[config.mk]
export PLATFORM = sky130hd
export DESIGN_NAME = fifo_replacement_id_set
export DESIGN_NICKNAME = d
export VERILOG_FILES = /design/src/rtl/fris_pkg.sv /design/src/rtl/fris_ctrl.sv /design/src/rtl/fris_dp.sv /design/src/rtl/fifo_replacement_id_set.sv
export VERILOG_INCLUDE_DIRS = /design/src /design/src/rtl
export SDC_FILE = /design/constraint.sdc
export NUM_CORES = 1
export LEC_CHECK = 0
export ABC_AREA = 1
export BUFFER_PORTS_ARGS = -buffer_cell sky130_fd_sc_hd__buf_4
export CORE_MARGIN = 2
export CORE_UTILIZATION = 40
export CTS_BUF_LIST = sky130_fd_sc_hd__clkbuf_16
export DETAILED_ROUTE_END_ITERATION = 10
export PLACE_DENSITY = 0.61
export RECOVER_POWER = 25
export SLEW_MARGIN = 15
export SYNTH_ARGS = -nofsm -noshare
export SYNTH_HDL_FRONTEND = slang
export SYNTH_SLANG_ARGS = --single-unit
[constraint.sdc]
create_clock -name clk -period 5.45 [get_ports clk]
set_input_delay 0.545 -clock clk [delete_from_list [all_inputs] [get_ports clk]]
set_output_delay 0.545 -clock clk [all_outputs]
set_load 0.05 [all_outputs]
[src/rtl/fifo_replacement_id_set_macros.svh]
// Assertion macros shared by the identifier set modules.
// Depends on nothing; the asserting module must have clk and rst in scope.
`ifndef FIFO_REPLACEMENT_ID_SET_MACROS_SVH
`define FIFO_REPLACEMENT_ID_SET_MACROS_SVH

// Same-cycle implication, disabled during reset
`define FRIS_ASSERT_IMPL(lbl, ante, cons, msg) \
  lbl: assert property (@(posedge clk) disable iff (rst) (ante) |-> (cons)) \
    else $error(msg);

// Next-cycle implication, disabled during reset
`define FRIS_ASSERT_NEXT(lbl, ante, cons, msg) \
  lbl: assert property (@(posedge clk) disable iff (rst) (ante) |=> (cons)) \
    else $error(msg);

`endif

[src/rtl/fris_pkg.sv]
// Shared types and constants for the FIFO-replacement identifier set.
// Depends on nothing; imported by the controller, datapath and top level.
package fris_pkg;

  // Built storage and identifier width
  localparam int DEPTH   = 16;
  localparam int ID_BITS = 32;

  // Fixed field widths of the ports
  localparam int IDENT_W = 32;
  localparam int CAP_W   = 5;
  localparam int OCC_W   = 5;

  // Derived widths
  localparam int PTR_W  = (DEPTH > 1) ? $clog2(DEPTH) : 1;
  localparam int CNT_W  = $clog2(DEPTH + 1);
  localparam int WIDE_W = PTR_W + CNT_W + 2;

  localparam logic [CAP_W-1:0] CAP_RESET = CAP_W'(16);

  // Operation codes
  localparam logic OP_ACCESS = 1'b0;
  localparam logic OP_DUMP   = 1'b1;

  typedef struct packed {
    logic               operation;
    logic [IDENT_W-1:0] ident;
  } req_t;

  typedef struct packed {
    logic               hit;
    logic               evicted_valid;
    logic [IDENT_W-1:0] evicted_ident;
    logic [OCC_W-1:0]   occupancy;
    logic [IDENT_W-1:0] listed_ident;
    logic               set_empty;
    logic               last;
  } res_t;

  // Controller to datapath commands
  typedef struct packed {
    logic load;
    logic access;
    logic emit;
  } cmd_t;

  // Datapath to controller status
  typedef struct packed {
    logic dump_last;
  } sts_t;

endpackage

[src/rtl/fris_ctrl.sv]
// Controller state machine for the identifier set: sequences accesses and dumps.
// Depends on fris_pkg and fifo_replacement_id_set_macros.svh.
`include "fifo_replacement_id_set_macros.svh"

module fris_ctrl
  import fris_pkg::*;
(
  input  logic clk,
  input  logic rst,
  input  logic start,
  input  logic is_dump,
  input  sts_t sts,
  output logic busy,
  output cmd_t cmd
);

  localparam logic [1:0] ST_IDLE   = 2'd0;
  localparam logic [1:0] ST_ACCESS = 2'd1;
  localparam logic [1:0] ST_DUMP   = 2'd2;

  logic [1:0] state;
  logic [1:0] state_next;

  assign busy = (state != ST_IDLE);

  // Decode next state and commands
  always_comb begin
    state_next = state;
    cmd        = '0;
    unique case (state)
      ST_IDLE: begin
        if (start) begin
          cmd.load   = 1'b1;
          state_next = (is_dump == OP_DUMP) ? ST_DUMP : ST_ACCESS;
        end
      end
      ST_ACCESS: begin
        cmd.access = 1'b1;
        state_next = ST_IDLE;
      end
      ST_DUMP: begin
        cmd.emit = 1'b1;
        if (sts.dump_last) begin
          state_next = ST_IDLE;
        end
      end
      default: begin
        state_next = ST_IDLE;
      end
    endcase
  end

  // Advance state
  always_ff @(posedge clk) begin
    if (rst) begin
      state <= ST_IDLE;
    end else begin
      state <= state_next;
    end
  end

  `FRIS_ASSERT_NEXT(a_accept_busy, start && !busy, busy, "accepted transaction did not raise busy")
  `FRIS_ASSERT_NEXT(a_access_one, state == ST_ACCESS, state == ST_IDLE, "access took more than one cycle")
  `FRIS_ASSERT_NEXT(a_dump_ends, (state == ST_DUMP) && sts.dump_last, state == ST_IDLE, "dump ran past its last entry")

endmodule

[src/rtl/fris_dp.sv]
// Datapath of the identifier set: slot ring, parallel compare, eviction, result register.
// Depends on fris_pkg and fifo_replacement_id_set_macros.svh.
`include "fifo_replacement_id_set_macros.svh"

module fris_dp
  import fris_pkg::*;
(
  input  logic               clk,
  input  logic               rst,
  input  cmd_t               cmd,
  input  logic [IDENT_W-1:0] ident,
  input  logic               cfg_we,
  input  logic [CAP_W-1:0]   cfg_data,
  output sts_t               sts,
  output logic               done,
  output res_t               result
);

  logic [ID_BITS-1:0] slots [DEPTH];
  logic [PTR_W-1:0]   oldest;
  logic [CNT_W-1:0]   held;
  logic [CAP_W-1:0]   capacity;
  logic [ID_BITS-1:0] ident_q;
  logic [PTR_W-1:0]   dump_ptr;
  logic [CNT_W-1:0]   remaining;

  logic [DEPTH-1:0]   match;
  logic [WIDE_W-1:0]  off;
  logic               hit;
  logic [WIDE_W-1:0]  cap_eff;
  logic               evict;
  logic [WIDE_W-1:0]  wr_sum;
  logic [PTR_W-1:0]   wr_idx;
  logic [WIDE_W-1:0]  new_sum;
  logic [PTR_W-1:0]   newest;
  logic [PTR_W-1:0]   oldest_next;
  logic [PTR_W-1:0]   dump_ptr_next;
  logic [CNT_W-1:0]   held_next;
  logic [PTR_W-1:0]   rd_ptr;
  logic [ID_BITS-1:0] rd_data;
  res_t               acc_res;
  res_t               dump_res;

  // Compare the request against every held slot
  always_comb begin
    off   = '0;
    match = '0;
    for (int j = 0; j < DEPTH; j++) begin
      if (WIDE_W'(j) >= WIDE_W'(oldest)) begin
        off = WIDE_W'(j) - WIDE_W'(oldest);
      end else begin
        off = WIDE_W'(j) + WIDE_W'(DEPTH) - WIDE_W'(oldest);
      end
      match[j] = (off < WIDE_W'(held)) && (slots[j] == ident_q);
    end
  end

  assign hit = |match;

  // Clamp capacity to the range one to DEPTH
  always_comb begin
    if (capacity == '0) begin
      cap_eff = WIDE_W'(1);
    end else if (WIDE_W'(capacity) > WIDE_W'(DEPTH)) begin
      cap_eff = WIDE_W'(DEPTH);
    end else begin
      cap_eff = WIDE_W'(capacity);
    end
  end

  assign evict = (WIDE_W'(held) >= cap_eff);

  // Insert position: one past the newest, which is the old head only when evicting from a full ring
  always_comb begin
    wr_sum = WIDE_W'(oldest) + WIDE_W'(held);
    if (wr_sum >= WIDE_W'(DEPTH)) begin
      wr_sum = wr_sum - WIDE_W'(DEPTH);
    end
    wr_idx = wr_sum[PTR_W-1:0];
  end

  // Newest entry position, start of a dump
  always_comb begin
    new_sum = WIDE_W'(oldest) + WIDE_W'(held) + WIDE_W'(DEPTH - 1);
    if (new_sum >= WIDE_W'(DEPTH)) begin
      new_sum = new_sum - WIDE_W'(DEPTH);
    end
    if (new_sum >= WIDE_W'(DEPTH)) begin
      new_sum = new_sum - WIDE_W'(DEPTH);
    end
    newest = new_sum[PTR_W-1:0];
  end

  assign oldest_next   = (oldest == PTR_W'(DEPTH - 1)) ? '0 : oldest + PTR_W'(1);
  assign dump_ptr_next = (dump_ptr == '0) ? PTR_W'(DEPTH - 1) : dump_ptr - PTR_W'(1);
  assign held_next     = evict ? held : held + CNT_W'(1);

  // Single read port: dump position or eviction victim
  assign rd_ptr  = cmd.emit ? dump_ptr : oldest;
  assign rd_data = slots[rd_ptr];

  assign sts.dump_last = (remaining <= CNT_W'(1));

  // Build access and dump results
  always_comb begin
    acc_res               = '0;
    acc_res.hit           = hit;
    acc_res.evicted_valid = !hit && evict;
    acc_res.evicted_ident = (!hit && evict) ? IDENT_W'(rd_data) : '0;
    acc_res.occupancy     = hit ? OCC_W'(held) : OCC_W'(held_next);
    acc_res.last          = 1'b1;

    dump_res           = '0;
    dump_res.occupancy = OCC_W'(held);
    if (held == '0) begin
      dump_res.set_empty = 1'b1;
      dump_res.last      = 1'b1;
    end else begin
      dump_res.listed_ident = IDENT_W'(rd_data);
      dump_res.last         = (remaining == CNT_W'(1));
    end
  end

  // Capacity register and ring control state
  always_ff @(posedge clk) begin
    if (rst) begin
      capacity <= CAP_RESET;
      oldest   <= '0;
      held     <= '0;
      done     <= 1'b0;
    end else begin
      if (cfg_we) begin
        capacity <= cfg_data;
      end
      if (cmd.access && !hit) begin
        if (evict) begin
          oldest <= oldest_next;
        end
        held <= held_next;
      end
      done <= cmd.access || cmd.emit;
    end
  end

  // Latch request, step the dump walk, write slots and results
  always_ff @(posedge clk) begin
    if (cmd.load) begin
      ident_q   <= ID_BITS'(ident);
      dump_ptr  <= newest;
      remaining <= held;
    end else if (cmd.emit) begin
      dump_ptr  <= dump_ptr_next;
      remaining <= remaining - CNT_W'(1);
    end
    if (cmd.access && !hit) begin
      slots[wr_idx] <= ident_q;
    end
    if (cmd.access) begin
      result <= acc_res;
    end else if (cmd.emit) begin
      result <= dump_res;
    end
  end

  `FRIS_ASSERT_IMPL(a_held_max, 1'b1, held <= CNT_W'(DEPTH), "occupancy above built depth")
  `FRIS_ASSERT_IMPL(a_hit_keeps, done && result.hit, $stable(held) && $stable(oldest), "hit changed the ring")
  `FRIS_ASSERT_IMPL(a_evict_keeps, done && result.evicted_valid, $stable(held), "eviction changed occupancy")

endmodule

[src/rtl/fifo_replacement_id_set.sv]
// Access: accepted when start is seen while not busy; the ACCESS state registers the
// result, and a new request is taken only once busy drops. Dump of N entries: N results,
// one per cycle, newest first (empty: one result, as an access); the slot read port walks
// the ring one entry per cycle. Results are strobed by done for one cycle; no receiver stall.
// Synchronous active-high reset empties the set and sets capacity to 16.
// Top level; depends on fris_pkg, fris_ctrl and fris_dp.
module fifo_replacement_id_set
  import fris_pkg::*;
(
  input  logic             clk,
  input  logic             rst,
  input  logic             start,
  output logic             busy,
  input  req_t             request,
  output logic             done,
  output res_t             result,
  input  logic             cfg_valid,
  output logic             cfg_ready,
  input  logic [CAP_W-1:0] cfg_data
);

  cmd_t cmd;
  sts_t sts;

  // Configuration is always taken
  assign cfg_ready = 1'b1;

  fris_ctrl u_ctrl (
    .clk     (clk),
    .rst     (rst),
    .start   (start),
    .is_dump (request.operation),
    .sts     (sts),
    .busy    (busy),
    .cmd     (cmd)
  );

  fris_dp u_dp (
    .clk      (clk),
    .rst      (rst),
    .cmd      (cmd),
    .ident    (request.ident),
    .cfg_we   (cfg_valid && cfg_ready),
    .cfg_data (cfg_data),
    .sts      (sts),
    .done     (done),
    .result   (result)
  );

endmodule
==> impl_metrics.ini, run 1 <==
[timing]
fin_crit_ps = 4947
finalSetupTns_ps = 0
slew_headroom_pct = -50.12
hold_viol_final = 0
slew_viol_final = 445
setup_viol = 0
whs_ps = 123.6
skew_ps = 21.92
timing.fmax_mhz = 202.2
timing.final.crit_share_pct = 90.76
worst_pin_slew_ps = 2252
rsz0062_at_grt = no

[synthesis]
async_flop_share_pct = 0
synth_ff_type = edfxtp_1
netlist_area_sq_um = 35380
synthDistinctLibCells = 43
yosysSeqAreaShare_pct = 53.13
ys.warnings.count = 0
avgSynthCellArea_sq_um = 8.923
synth_seq_cells = 643
syn_inst = 3965
synth-edff-count = 592

[layout]
drive_gt1_share_pct = 8.945
layout.nets = 4199
syn_to_final_growth_pct = 12.97
final_area_sq_um = 39970
antennaDiodeCount = 0
multi_input_area_sq_um = 13980
fillCellCount = 8441
seqCellArea_sq_um = 18800

[setup_path]
crit_type = flop to flop
crit_end = u_dp.slots[8][2]
r2r_slack_ps = 500
path_max_fanout = 32
r2r-start = u_dp.ident_q[29]
rr_worst_depth = 17
rr_endpoint = u_dp.slots[8][2]
cp-end-kind = flop
crit_required_ps = 5690
crit_arrival_ps = 5190
crit_start = u_dp.ident_q[29]
start_kind = flop

[die]
die-width_microns = 301.4
pin_count = 118
initial_core_util_pct = 40.22
dieArea_sq_um = 90840
die_h_microns = 301.4
core_region_area_sq_um = 87970
floorplan.rows = 109

[drt]
routed_wl_microns = 117100
drt_iter0_markers = 3329
detail_route.first_pass.iterations = 8
routedWlPerCell_microns = 22.18
drc = 0
vias = 27919
drtAntennaViolNets = 0
routed_via_density = 5.289

[grt]
grt-ovfl-total = 0
grt_usage_pct = 25.43
grt_max_degree = 153
grt_pass1_wl_microns = 170700
antenna_found_initial = 2
grt_pass1_vias = 25879

[clock_tree]
cts.sinks = 643
numCtsBuffers = 74
root_buffer = clkbuf_16
path_clk_slew_ps = 60
cts_hold_buf = 0
cts_tree = yes
cts_resized = 0
clk_latency_ps = 620
h-tree-depth = 3
post_cts_buffers = 0
clock_tree.buffer_depth = 3

[placement]
hpwl_microns = 82100
port_buffers = 116
gp_congestion = 0.9781
placed_area_sq_um = 37640

[run_status]
violations = max-capacitance violations, max-slew violations
outcome = finished, violations left

[pwr]
power_density_nw_per_um2 = 340.9
vdd_ir_drop_max_uv = 300.0
power_leakage_nw = 15.99

[min_path]
worstHoldPathType = primary input to flop

[run]
drv_cap = 14
==> cells in the mapped netlist, types with 11 or more instances <==
library cell | instances | area, sq um
a21oi_1 | 181 | 905.9
buf_1 | 30 | 112.6
buf_2 | 29 | 145.1
buf_4 | 54 | 405.4
clkbuf_1 | 66 | 247.7
dfxtp_1 | 51 | 1021
edfxtp_1 | 592 | 17780
ha_1 | 100 | 1251
inv_1 | 446 | 1674
inv_2 | 19 | 71.32
nand2_1 | 1078 | 4046
nand3_1 | 249 | 1246
nand4_1 | 55 | 344.1
nor2_1 | 308 | 1156
nor2_2 | 11 | 68.82
o211ai_1 | 86 | 645.6
o21ai_0 | 250 | 1251
or2_2 | 21 | 131.4
xnor2_1 | 181 | 1585
xor2_1 | 90 | 788.3
==> worst max-delay path: stages, from the launching register on <==
cell      delay (ps)
edfxtp_1         310
clkbuf_1        1400
inv_2            600
or2_2            480
nand3_1           80
nor2_1            70
nand2_1           70
nor2_1            40
nand2_1           90
nand2_1           70
nor2_1            90
nand2_1           60
nor2_2           170
nand2_4          110
inv_4            160
nand2_2          180
nor2_4           110
buf_4            440
==> metrics by stage <==
step	power [mW]	setup WS, ps	instances	util [%]
floorplan	7.608	611.5	3966	-
global placement	8.698	1058	5144	42.79
detailed placement	8.710	1009	5144	42.79
CTS	13.64	989.0	5278	45.50
global route	14.11	375.5	5279	45.43
finish	13.63	503.4	5279	45.43
==> per-layer routing <==
layer / vias up / track usage, % / routed length, microns / share of wire (%)
met5: - / 0 / 13 / 0.011
met4: 2 / 9.536 / 4370 / 3.7
met1: 13244 / 35.25 / 49470 / 42
met2: 1233 / 40.33 / 52940 / 45
met3: 194 / 3.696 / 10280 / 8.8
li1: 13246 / - / - / -
==> flip-flops by register name, summed over array words and instances, names as in the netlist <==
signal and cells:
u_dp.slots 512, u_dp.done 1, u_dp.oldest 4, u_dp.ident_q 32, u_dp.result 73, u_dp.capacity 5
u_dp.remaining 5, u_dp.held 5, u_dp.dump_ptr 4, u_ctrl.state 2
==> cells in the final DEF (no fill, tap or decap), types with 3 or more instances in the layout <==
master and count:
buf_4 142, xor2_1 90, nand3b_1 5, clkbuf_4 29, o21ai_0 249, nor2_4 16
nor3_1 10, inv_2 19, nor2_1 291, clkinv_2 14, nor2_2 12, edfxtp_1 592
clkinv_1 16, nand2_1 1078, ha_1 99, clkbuf_1 19, o22ai_1 3, inv_1 461
xnor2_1 181, or2_0 5, o21ai_1 4, o21ai_4 4, nand3_1 248, nand4_1 55
clkbuf_16 77, conb_1 3, dfxtp_1 51, nand2_2 4, bufinv_16 7, o211ai_1 86
or2_2 21, buf_12 12, a21oi_1 181, o221ai_1 5
==> cell families (layout without fill, tap and decap cells) <==
kind of cell,Yosys count,in the layout,share of synthesized area [%]
simple gates,1750,1750,20.26
buf+inv,656,804,7.855
flops,643,643,53.13
compound gates,540,540,8.371
xor+xnor,271,271,6.709
fa+ha+maj,101,101,3.593
other cells,2,3,0.02123
mux,2,2,0.06012
==> worst min-delay path by stage <==
stage	startpoint	to	slack [ps]	cells after the start
after floorplan	u_ctrl.state[0]	u_ctrl.state[0]	460	2
after global placement	u_dp.result[30]	u_dp.result[30]	440	2
after detailed placement	u_dp.result[18]	u_dp.result[18]	450	2
after CTS	request[23]	u_dp.ident_q[23]	70	1
after global routing	request[10]	u_dp.ident_q[10]	120	1
final	request[10]	u_dp.ident_q[10]	120	1
==> report_power, final <==
| group | internal [mW] | switching [mW] | total [mW] |
|---|---|---|---|
| sequential | 5.63 | 0.135 | 5.76 |
| clock | 2.89 | 2.07 | 4.96 |
| combinational | 0.768 | 2.13 | 2.90 |
==> cell type report <==
class | count | area share, %
clock buffers | 77 | 4.821
flip-flops and latches | 643 | 47.03
well taps | 1165 | 3.647
multi-input cells | 2667 | 34.97
repair buffers | 203 | 4.001
inverters | 467 | 4.392
clock inverters | 57 | 1.133
(Power assumes the default switching activity.)
==> inputs of run 2 (changes only) <==
- CELL_PAD_IN_SITES_DETAIL_PLACEMENT: unset -> 0
- CELL_PAD_IN_SITES_GLOBAL_PLACEMENT: unset -> 2
- PLACE_DENSITY: 0.61 -> 0.87
==> run 2 against run 1 <==
Clock-buffer cell count stayed put. Largest cell class unchanged. Clock skew is 7.3 ps higher. Die area stayed put. Critical path depth is 1 higher. Combinational power is 2% lower. Critical path type unchanged. The flow still finishes with violations (max-capacitance violations, max-slew violations). Worst hold slack worse by 22 ps. Power is 0.53% higher. First-iteration DRC count is 12% lower. Cell area is 0.40% higher. Non-clock buffer count is 5 higher.
==> impl_metrics.ini, run 2 (synthesized netlist as in run 1, its figures left out) <==
[run_status]
outcome = finished, violations left
violations = max-capacitance violations, max-slew violations

[timing]
slew_headroom_pct = -38.71
skew_ps = 29.20
timing.fmax_mhz = 201.3
timing.final.crit_share_pct = 91.15
worst_pin_slew_ps = 2081
setup_viol = 0
rsz0062_at_grt = no
hold_viol_final = 0
fin_crit_ps = 4968
fin_ws_ps = 482.3
finalSetupTns_ps = 0
slew_viol_final = 358
whs_ps = 101.4

[layout]
syn_to_final_growth_pct = 13.42
layout_commonest_cell = nand2_1
fillCellCount = 8572
largest_reg_flops = 512
top_regs = u_dp.slots x512, u_dp.result x73, u_dp.ident_q x32
drive_gt1_share_pct = 9.049
largest-register = u_dp.slots
final_cell_mix = nand2_1 (1078), edfxtp_1 (592), inv_1 (469)
layout.nets = 4205

[clock_tree]
clk_latency_ps = 640
clock_tree.buffer_depth = 3
path_clk_slew_ps = 60
cts_tree = yes
root_buffer = clkbuf_16
cts_hold_buf = 0
h-tree-depth = 3
cts_resized = 0
numCtsBuffers = 75
post_cts_buffers = 0
cts.sinks = 643

[die]
dieArea_sq_um = 90840
floorplan.rows = 109
pin_count = 118
die_h_microns = 301.4
core_region_area_sq_um = 87970
initial_core_util_pct = 40.22
die-width_microns = 301.4

[grt]
grt_pass1_vias = 25790
grt_busiest_layer = met2
met3_usage_pct = 3.285
use_met1_pct = 37.53
grt_max_degree = 135
gr-usage-met2_pct = 41.15
grt_pass1_wl_microns = 173100
grt_usage_pct = 26.08
antenna_found_initial = 9
grt-ovfl-total = 0

[setup_path]
crit_arrival_ps = 5330
cp_top_family = buffers and inverters
cp_slowest_cell = clkbuf_1
path_max_fanout = 36
crit_buf_inv = 5
slowest_delay_ps = 1420
path_cells = clkbuf_1, inv_2, nand2_1, nand2_1, inv_1, nand2_1, nor2_1, nand2_1, nor2_1, nand3_1, nand2_1, nor2_1, nand2_1, nor2_2, buf_4, nand3_2, buf_4, nor2_1
crit_required_ps = 5810
cp_common_cell = nand2_1
crit_type = flop to flop
cp-end-kind = flop
start_kind = flop

[drt]
routed_wl_microns = 119500
drc = 0
drtAntennaViolNets = 0
routed_via_density = 5.214
detail_route.first_pass.iterations = 6
vias = 27572
routedWlPerCell_microns = 22.59
drt_iter0_markers = 2917

[pwr]
power_leakage_nw = 16.08
p_total_mw = 13.70
power_switching_mw = 4.306
seqPwrFrac_pct = 42.1
switching_share_pct = 31.44
power_density_nw_per_um2 = 341.3
clkPwrFrac_pct = 37.3
vdd_ir_drop_max_uv = 246.3
p_int_mw = 9.391
comb_power_share_pct = 20.7

[placement]
port_buffers = 116
gp_congestion = 0.9432
hpwl_microns = 83970
post-place-ws_ps = 866.2

[run]
drv_cap = 11

[min_path]
worstHoldPathType = primary input to flop
==> run 2: cell count changes in the layout (fill, tap and decap cells not counted), sizes merged <==
cell,before,now
buf,155,160
bufinv,7,9
clkinv,32,24
clkinvlp,1,3
diode,0,1
inv,484,491
==> run 2: metal layers <==
| metal | wire length, microns | vias to the layer above |
|---|---|---|
| met3 | 8418 | 142 |
| met5 | 41 | - |
| li1 | - | 13256 |
| met2 | 54030 | 1030 |
| met4 | 3167 | 6 |
| met1 | 53820 | 13138 |
==> run 2: through the flow <==
| stage | util [%] | instance area [sq um] | cells |
|---|---|---|---|
| CTS | 45.69 | 40190 | 5287 |
| floorplan | - | 35380 | 3966 |
| detailed placement | 42.89 | 37730 | 5150 |
| global placement | 42.89 | 37730 | 5150 |
| global route | 45.62 | 40130 | 5287 |
| finish | 45.62 | 40130 | 5288 |
==> run 2: final cells by class <==
cell class                 instances  area [sq um]  area share, %
timing repair buffer             208          1673          4.169
tap                             1165          1458          3.632
antenna                            1         2.502       0.006236
multi-input combinational       2667         13980          34.84
clock inverter                    60         533.0          1.328
inverter                         467          1755          4.375
sequential                       643         18800          46.84
clock buffer                      77          1927          4.802
==> run 2: power by group through the flow <==
stage | Sequential (mW) | Combinational, mW | Clock (mW)
2_1_floorplan | 6.07 | 1.53 | 0
3_3_place_gp | 5.86 | 2.82 | 0
3_5_place_dp | 5.86 | 2.82 | 0
4_1_cts | 5.76 | 2.83 | 5.21
5_1_grt | 5.78 | 3.07 | 5.38
6_report | 5.76 | 2.83 | 5.10
==> run 2: final timing paths <==
kind | from | endpoint | slack, ps | cells after the start
setup / recovery | u_dp.ident_q[13] | u_dp.result[51] | 480 | 18
hold / removal | request[28] | u_dp.ident_q[28] | 100 | 1
setup reg to reg | u_dp.ident_q[13] | u_dp.result[51] | 480 | 18
hold reg to reg | u_dp.result[20] | u_dp.result[20] | 460 | 2
==> run 2: worst reg2reg max path, delay by kind of cell, from the launching register on <==
kind / cells / cell delay [ps]
DFF: 1 / 320
and+or+nand+nor: 13 / 1780
buffers and inverters: 5 / 2610
